--- config.mk ---
export PLATFORM = sky130hd
export DESIGN_NAME = bdd_ctrl
export DESIGN_NICKNAME = d
export VERILOG_FILES = /design/src/design/bdd_pkg.sv /design/src/design/bdd_ctrl.sv
export SDC_FILE = /design/constraint.sdc
export NUM_CORES = 1
export LEC_CHECK = 0
export ABC_AREA = 0
export BUFFER_PORTS_ARGS = -buffer_cell sky130_fd_sc_hd__buf_2
export CORE_ASPECT_RATIO = 2
export CORE_MARGIN = 2
export CORE_UTILIZATION = 45
export DETAILED_ROUTE_END_ITERATION = 8
export SETUP_SLACK_MARGIN = 0.4
export SLEW_MARGIN = 5
export SYNTH_ARGS = -nofsm -noshare
export SYNTH_HDL_FRONTEND = slang
export SYNTH_SLANG_ARGS = --single-unit
--- constraint.sdc ---
create_clock -name clk -period 9.25 [get_ports clk]
set_input_delay 2.3125 -clock clk [delete_from_list [all_inputs] [get_ports clk]]
set_output_delay 2.3125 -clock clk [all_outputs]
set_load 0.05 [all_outputs]
--- src/design/bdd_pkg.sv ---
// Shared types and constants for the block depuncture deinterleaver.
// Holds the register map, the configuration bundle and the result
// handoff struct. No dependencies.
package bdd_pkg;

  // configuration register map
  localparam int CfgIdxW   = 3;
  localparam int CfgDataW  = 11;

  typedef enum logic [CfgIdxW-1:0] {
    REG_SYMBOL_BITS   = 3'd0,
    REG_COLS          = 3'd1,
    REG_ROWS          = 3'd2,
    REG_PUNCT_COUNT   = 3'd3,
    REG_K_LEN         = 3'd4,
    REG_BLOCK_SYMBOLS = 3'd5
  } cfg_idx_t;

  // request function codes
  localparam logic FUNC_PUSH = 1'b0;
  localparam logic FUNC_PULL = 1'b1;

  // register reset values
  localparam logic [3:0]  RST_SYMBOL_BITS   = 4'd4;
  localparam logic [7:0]  RST_COLS          = 8'd15;
  localparam logic [10:0] RST_ROWS          = 11'd1;
  localparam logic [7:0]  RST_PUNCT_COUNT   = 8'd0;
  localparam logic [7:0]  RST_K_LEN         = 8'd7;
  localparam logic [10:0] RST_BLOCK_SYMBOLS = 11'd15;

  typedef struct packed {
    logic [3:0]  symbol_bits;
    logic [7:0]  cols;
    logic [10:0] rows;
    logic [7:0]  punct_count;
    logic [7:0]  k_len;
    logic [10:0] block_symbols;
  } cfg_t;

  // result handoff from the controller to the output register
  typedef struct packed {
    logic load;
    logic error;
    logic last;
    logic zero;
  } res_t;

endpackage

--- src/design/bdd_ctrl.sv ---
// Controller: bit packing, write pointer with puncture skipping, read
// pointer walk in deinterleaved order, and the request state machine.
// Depends on bdd_pkg; drives the frame RAM ports.
module bdd_ctrl
  import bdd_pkg::*;
#(
  parameter int MAX_SYMBOLS  = 1024,
  parameter int SYMBOL_WIDTH = 8
) (
  input  logic                           clk,
  input  logic                           rst_n,
  input  cfg_t                           cfg,
  input  logic                           in_valid,
  input  logic                           in_func,
  input  logic                           in_bit_in,
  output logic                           in_ready,
  input  logic                           out_free,
  output logic                           mem_we,
  output logic [$clog2(MAX_SYMBOLS)-1:0] mem_waddr,
  output logic [SYMBOL_WIDTH-1:0]        mem_wdata,
  output logic                           mem_re,
  output logic [$clog2(MAX_SYMBOLS)-1:0] mem_raddr,
  output res_t                           res
);

  localparam int AW   = $clog2(MAX_SYMBOLS);
  localparam int PW   = $clog2(MAX_SYMBOLS + 256);
  localparam int CW   = $clog2(SYMBOL_WIDTH + 1);
  localparam int RAW  = $clog2(256 * 2048 + MAX_SYMBOLS + 256);
  localparam int SW   = SYMBOL_WIDTH;

  typedef enum logic [1:0] {S_IDLE, S_SKIP, S_READ} state_t;

  state_t          state_r, state_nxt;
  logic [SW-1:0]   bit_shift_r, bit_shift_nxt;
  logic [CW-1:0]   bit_count_r, bit_count_nxt;
  logic [SW-1:0]   sym_r, sym_nxt;
  logic [PW-1:0]   wr_pos_r, wr_pos_nxt;
  logic [10:0]     wr_row_r, wr_row_nxt;
  logic [PW-1:0]   wr_col_r, wr_col_nxt;
  logic [PW-1:0]   rcvd_r, rcvd_nxt;
  logic [PW-1:0]   rd_count_r, rd_count_nxt;
  logic [PW-1:0]   rd_row_r, rd_row_nxt;
  logic [7:0]      rd_col_r, rd_col_nxt;
  logic [10:0]     rd_rem_r, rd_rem_nxt;
  logic [PW-1:0]   rd_quot_r, rd_quot_nxt;
  logic [RAW-1:0]  rd_addr_r, rd_addr_nxt;
  logic            frame_ready_r, frame_ready_nxt;
  logic            pend_zero_r, pend_zero_nxt;
  logic            pend_last_r, pend_last_nxt;

  // effective configuration
  logic [CW-1:0]   nb;
  logic [10:0]     erows;
  logic [7:0]      ecols;
  logic [PW-1:0]   eblock;
  logic            punct_on;
  logic [PW-1:0]   frame_len;
  logic [SW-1:0]   mask;
  logic [SW:0]     shift_ext;
  logic [SW-1:0]   shifted;
  logic            sym_done;
  logic            wr_punct;
  logic [PW+1:0]   rd_scol;
  logic            rd_punct;
  logic            rd_zero;
  logic            rd_last;
  logic            accept;
  logic            do_adv;
  logic            do_commit;
  logic [SW-1:0]   commit_data;
  logic            clear_all;

  always_comb begin
    if (cfg.symbol_bits == 4'd0) begin
      nb = CW'(1);
    end else if (int'(cfg.symbol_bits) > SYMBOL_WIDTH) begin
      nb = CW'(SYMBOL_WIDTH);
    end else begin
      nb = CW'(cfg.symbol_bits);
    end
    erows = (cfg.rows == 11'd0) ? 11'd1 : cfg.rows;
    ecols = (cfg.cols == 8'd0) ? 8'd1 : cfg.cols;
    if (cfg.block_symbols == 11'd0) begin
      eblock = PW'(1);
    end else if (int'(cfg.block_symbols) > MAX_SYMBOLS) begin
      eblock = PW'(MAX_SYMBOLS);
    end else begin
      eblock = PW'(cfg.block_symbols);
    end
    punct_on  = cfg.punct_count < cfg.k_len;
    frame_len = eblock + (punct_on ? PW'(cfg.punct_count) : PW'(0));
    for (int i = 0; i < SW; i++) begin
      mask[i] = (i < int'(nb));
    end
  end

  assign shift_ext = {bit_shift_r, in_bit_in};
  assign shifted   = shift_ext[SW-1:0] & mask;
  assign sym_done  = ((CW+1)'(bit_count_r) + (CW+1)'(1)) >= (CW+1)'(nb);

  // stored position closes one of the last punct_count columns
  assign wr_punct = punct_on && (wr_row_r == erows - 11'd1) &&
                    (wr_col_r < PW'(ecols)) &&
                    ((PW+1)'(wr_col_r) + (PW+1)'(cfg.punct_count) >= (PW+1)'(ecols));

  // stored column of the read position: read column plus row overflow
  assign rd_scol  = (PW+2)'(rd_col_r) + (PW+2)'(rd_quot_r);
  assign rd_punct = punct_on && (rd_rem_r == erows - 11'd1) &&
                    (rd_scol < (PW+2)'(ecols)) &&
                    (rd_scol + (PW+2)'(cfg.punct_count) >= (PW+2)'(ecols));
  assign rd_zero  = (rd_addr_r >= RAW'(frame_len)) ||
                    (rd_addr_r >= RAW'(MAX_SYMBOLS)) || rd_punct;
  assign rd_last  = ((PW+1)'(rd_count_r) + (PW+1)'(1)) >= (PW+1)'(frame_len);

  assign in_ready = (state_r == S_IDLE) && ((in_func == FUNC_PUSH) || out_free);
  assign accept   = in_valid && in_ready;

  assign mem_waddr = wr_pos_r[AW-1:0];
  assign mem_wdata = commit_data;
  assign mem_raddr = rd_addr_r[AW-1:0];

  always_comb begin
    state_nxt       = state_r;
    bit_shift_nxt   = bit_shift_r;
    bit_count_nxt   = bit_count_r;
    sym_nxt         = sym_r;
    wr_pos_nxt      = wr_pos_r;
    wr_row_nxt      = wr_row_r;
    wr_col_nxt      = wr_col_r;
    rcvd_nxt        = rcvd_r;
    rd_count_nxt    = rd_count_r;
    rd_row_nxt      = rd_row_r;
    rd_col_nxt      = rd_col_r;
    rd_rem_nxt      = rd_rem_r;
    rd_quot_nxt     = rd_quot_r;
    rd_addr_nxt     = rd_addr_r;
    frame_ready_nxt = frame_ready_r;
    pend_zero_nxt   = pend_zero_r;
    pend_last_nxt   = pend_last_r;
    do_adv          = 1'b0;
    do_commit       = 1'b0;
    commit_data     = sym_r;
    clear_all       = 1'b0;
    mem_re          = 1'b0;
    res             = '0;

    unique case (state_r)
      S_IDLE: begin
        if (accept && in_func == FUNC_PUSH && !frame_ready_r) begin
          if (sym_done) begin
            bit_shift_nxt = '0;
            bit_count_nxt = '0;
            sym_nxt       = shifted;
            commit_data   = shifted;
            if (wr_punct) begin
              // skip punctured slots before storing
              do_adv    = 1'b1;
              state_nxt = S_SKIP;
            end else begin
              do_commit = 1'b1;
            end
          end else begin
            bit_shift_nxt = shifted;
            bit_count_nxt = bit_count_r + CW'(1);
          end
        end else if (accept && in_func == FUNC_PULL) begin
          if (!frame_ready_r) begin
            res.load  = 1'b1;
            res.error = 1'b1;
          end else begin
            mem_re        = 1'b1;
            pend_zero_nxt = rd_zero;
            pend_last_nxt = rd_last;
            state_nxt     = S_READ;
            if (rd_last) begin
              clear_all = 1'b1;
            end else begin
              rd_count_nxt = rd_count_r + PW'(1);
              if ((9'(rd_col_r) + 9'd1) >= 9'(ecols)) begin
                rd_col_nxt = '0;
                rd_row_nxt = rd_row_r + PW'(1);
                rd_addr_nxt = RAW'(rd_row_nxt);
                if ((rd_rem_r + 11'd1) >= erows) begin
                  rd_rem_nxt  = '0;
                  rd_quot_nxt = rd_quot_r + PW'(1);
                end else begin
                  rd_rem_nxt = rd_rem_r + 11'd1;
                end
              end else begin
                rd_col_nxt  = rd_col_r + 8'd1;
                rd_addr_nxt = rd_addr_r + RAW'(erows);
              end
            end
          end
        end
      end
      S_SKIP: begin
        if (wr_punct) begin
          do_adv = 1'b1;
        end else begin
          do_commit = 1'b1;
          state_nxt = S_IDLE;
        end
      end
      S_READ: begin
        res.load  = 1'b1;
        res.last  = pend_last_r;
        res.zero  = pend_zero_r;
        state_nxt = S_IDLE;
      end
      default: begin
        state_nxt = S_IDLE;
      end
    endcase

    if (do_commit) begin
      do_adv   = 1'b1;
      rcvd_nxt = rcvd_r + PW'(1);
      if ((rcvd_r + PW'(1)) >= eblock) begin
        frame_ready_nxt = 1'b1;
        rd_count_nxt    = '0;
        rd_row_nxt      = '0;
        rd_col_nxt      = '0;
        rd_rem_nxt      = '0;
        rd_quot_nxt     = '0;
        rd_addr_nxt     = '0;
      end
    end

    if (do_adv) begin
      wr_pos_nxt = wr_pos_r + PW'(1);
      if ((wr_row_r + 11'd1) >= erows) begin
        wr_row_nxt = '0;
        wr_col_nxt = wr_col_r + PW'(1);
      end else begin
        wr_row_nxt = wr_row_r + 11'd1;
      end
    end

    if (clear_all) begin
      bit_shift_nxt   = '0;
      bit_count_nxt   = '0;
      wr_pos_nxt      = '0;
      wr_row_nxt      = '0;
      wr_col_nxt      = '0;
      rcvd_nxt        = '0;
      rd_count_nxt    = '0;
      rd_row_nxt      = '0;
      rd_col_nxt      = '0;
      rd_rem_nxt      = '0;
      rd_quot_nxt     = '0;
      rd_addr_nxt     = '0;
      frame_ready_nxt = 1'b0;
    end
  end

  // drop writes past the end of the store
  assign mem_we = do_commit && (wr_pos_r < PW'(MAX_SYMBOLS));

  always_ff @(posedge clk) begin
    if (!rst_n) begin
      state_r       <= S_IDLE;
      bit_shift_r   <= '0;
      bit_count_r   <= '0;
      wr_pos_r      <= '0;
      wr_row_r      <= '0;
      wr_col_r      <= '0;
      rcvd_r        <= '0;
      rd_count_r    <= '0;
      rd_row_r      <= '0;
      rd_col_r      <= '0;
      rd_rem_r      <= '0;
      rd_quot_r     <= '0;
      rd_addr_r     <= '0;
      frame_ready_r <= 1'b0;
    end else begin
      state_r       <= state_nxt;
      bit_shift_r   <= bit_shift_nxt;
      bit_count_r   <= bit_count_nxt;
      wr_pos_r      <= wr_pos_nxt;
      wr_row_r      <= wr_row_nxt;
      wr_col_r      <= wr_col_nxt;
      rcvd_r        <= rcvd_nxt;
      rd_count_r    <= rd_count_nxt;
      rd_row_r      <= rd_row_nxt;
      rd_col_r      <= rd_col_nxt;
      rd_rem_r      <= rd_rem_nxt;
      rd_quot_r     <= rd_quot_nxt;
      rd_addr_r     <= rd_addr_nxt;
      frame_ready_r <= frame_ready_nxt;
    end
    sym_r       <= sym_nxt;
    pend_zero_r <= pend_zero_nxt;
    pend_last_r <= pend_last_nxt;
  end

endmodule

==> summary.md <==
| Metric | Value |
|---|---|
| Run status | finished, final reports clean |
| FF+latch count, synth | 140 |
| Ratio of cells with drive above 1 in the final layout | 10.9% |
| Max clock buf depth | 2 |
| Most frequent cell after synthesis | ha_1 |
| Leakage | 5.73 nW |
| Post-route cell area | 13,100 sq um |
| Pwr Density | 114 nW/um^2 |
| H-tree Lvls | 4 |
| Core area | 26,200 sq um |
| Post-Route WL | 35,100 um |
| Postcts setup bufs | 0 |
| CP Cell Sequence | buf_2 > or4_4 > nor4_1 > nand2_1 > o21ai_0 > inv_1 > ha_1 > nor3b_2 > nand4_1 > nand3_1 > o41ai_1 > a2111o_1 > nor4_4 > nor3_1 > buf_2 |
| Mapped Cells | 1,490 |
| Cell Rows | 84 |
| DRC | 0 |
| Routed vias | 11.1k |
| Initial antenna violation count | 1 |
| Die W | 119 um |
| Slew headroom | 30.2% |
| # port buffers | 90 |
| Final period util | 92.0% |
| Post-DR vias/cell | 5.85 |
| Cells after DPL | 1,861 |
| Crit path required time | 6.94 ns |
| Dpl cell area | 12,500 sq um |
| Post-route minimum period | 8.51 ns |
| CTS sink count | 140 |
| Overflow after GRT | 0 |
| Drt pass-1 iters | 5 |
| Yosys top cell by area | dfxtp_1 |
| Clk Latency, worst-skew pair | 0.46 ns |
| Pin count of the biggest net entering global routing | 73 |
| Setup CP Type | in -> out |
| Synth unique cells | 71 |
| Fmax | 118 MHz |
| Worst slew pin tran | 1.03 ns |
| Pwr Total | 1.49 mW |
| Global placement routability congestion | 0.892 |
| Yosys warning count | 0 |
| Top cell by count, worst path | buf_2 |
| Die area | 27,800 sq um |
| IO Count | 91 |
| Detailed Place HPWL | 28,300 um |
| Synth top area share | 23.2% |
| Number of buffers created by CTS | 17 |
| Final Setup Violations | 0 |
| NumNets Final | 1,753 |
| Remaining antenna violation count after routing | 0 |
| Post-Syn Area | 11,900 sq um |
| Initial core utilization | 45.5% |
| FF/Latch Area | 2820 sq um |
| Area occupied by multi-input gates | 8400 sq um |
| Setup TNS | 0 ns |
| Max incr delay on CP | 0.57 ns |
| Crit end category | output pin |
| Vias in the first global route | 11.0k |
| RSZ-0062 raised after global routing | no |
| Hold_buf cts | 0 |
| Max-slew violation count | 0 |
| Final hold violation count | 0 |
| Startpoint Class | input pin |
| First-pass GRT wire length | 56,000 um |
| Final design utilization | 49.9% |
| Crit-path max FO | 9 |
| Slowest CP cell | or4_4 |
| Non-Filler Instances | 1,894 |
| CTS tree | done |
| Syn nets | 1,707 |
| Fillers | 2,573 |
| GRT Total Usage | 25.8% |
| Synth area leaders | dfxtp_1, ha_1, a21oi_1 |
| Clk_skew | 0.0111 ns |
| CTS root buffer | clkbuf_16 |
| Number of synthesized flops with an enable pin | 2 |
| HP Class | reg -> reg |
| Maximum vdd drop | 0.145 mV |
| Critical Path AT | 6.20 ns |
| Commonest cells in the netlist | ha_1, a21oi_1, dfxtp_1 |
| WL/cell | 18.5 um |
| Clock-pin slew on the worst setup and hold paths | 0.06 ns |
| Cts repair resizes | 0 |
| Ys flop type | dfxtp_1 |
| Layout area overhead | 9.77% |
| Syn Area/Cell | 7.99 sq um |
| Fraction of registers with async set/reset | 0% |
| Seq/Total Area, Yosys | 23.7% |
| Die extent in y | 234 um |
| DRT iter0 DRCs | 506 |
| Max Cap Violations | 0 |
[registers in the layout, summed over array words and instances, names as in the netlist, 7 cells and up]
register,flops
rd_row_r,11
wr_col_r,11
wr_pos_r,11
rd_rem_r,11
rd_col_r,8
rd_quot_r,11
sym_r,8
rd_addr_r,20
wr_row_r,11
bit_shift_r,7
rd_count_r,11
rcvd_r,11
[where the power goes]
group	total, mW	internal, mW	switching [mW]	leakage, nW
logic	0.223	0.0827	0.140	4.35
clock network	0.653	0.357	0.295	0.252
registers	0.610	0.607	0.00231	1.13
total	1.49	1.05	0.438	5.73
[through the flow]
| stage | hold slack, ns | worst slack [ns] |
|---|---|---|
| floorplan | 0.432 | 0.800 |
| global placement | 0.442 | 0.846 |
| detailed placement | 0.448 | 0.730 |
| CTS | 0.462 | 0.723 |
| global route | 0.495 | 0.533 |
| finish | 0.457 | 0.742 |
[cell type report]
| class | count | area share (%) |
|---|---|---|
| Clock inverter | 12 | 0.670 |
| Timing Repair Buffer | 107 | 4.42 |
| Tap cell | 344 | 3.29 |
| Antenna cell | 1 | 0.0191 |
| Clock buffer | 20 | 3.49 |
| Multi-Input combinational cell | 1192 | 64.3 |
| Inverter | 78 | 2.24 |
| Sequential cell | 140 | 21.6 |
[final timing paths]
check / end / slack (ns) / cells past startpoint / from
min: sym_r[5] / 0.46 / 2 / sym_r[5]
max reg2reg: rd_count_r[8] / 4.56 / 15 / wr_col_r[0]
max: mem_we / 0.74 / 15 / cfg[31]
min reg2reg: sym_r[5] / 0.46 / 2 / sym_r[5]
[metal layers]
layer / part of all wire [%] / up-vias / GRT usage [%]
met3: 3.1 / 101 / 3.94
met2: 53 / 241 / 49.1
met4: 7.1 / 0 / 19.2
met1: 36 / 5231 / 24.6
met5: 0 / - / 0
li1: - / 5500 / -
[cell families (layout without fill, tap and decap cells)]
logic type | Yosys count | count (layout) | synth area share (%)
AOI/OAI and AO/OA | 402 | 402 | 21.3
xor gates and xnor gates | 125 | 125 | 9.20
adders and majority gates | 162 | 162 | 17.3
buffers and inverters | 158 | 217 | 5.86
DFF | 140 | 140 | 23.7
muxes | 9 | 9 | 0.767
other | 0 | 1 | 0
and+or+nand+nor | 494 | 494 | 21.9
[cells in the final DEF, fill, tap and decap left out, types with 26 or more instances in the layout]
| cell | synthesis | routed |
|---|---|---|
| or3_1 | 37 | 37 |
| or4_1 | 26 | 26 |
| xnor2_1 | 68 | 68 |
| a21oi_1 | 147 | 147 |
| nand2_1 | 115 | 114 |
| o21ai_0 | 87 | 87 |
| inv_1 | 78 | 78 |
| dfxtp_1 | 138 | 138 |
| nand3_1 | 60 | 60 |
| and3_1 | 30 | 30 |
| nor3_1 | 27 | 26 |
| a21o_1 | 37 | 37 |
| nor2_1 | 85 | 85 |
| ha_1 | 156 | 156 |
| xor2_1 | 57 | 57 |
| buf_2 | 9 | 90 |
[critical path, delay by kind of cell]
family | cells | cell delay [ns]
buffers and inverters | 3 | 0.57
and+or+nand+nor | 8 | 2.01
AOI/OAI and AO/OA | 3 | 1.03
adders and majority gates | 1 | 0.26
Note: power is estimated with default switching activity, not from simulation.
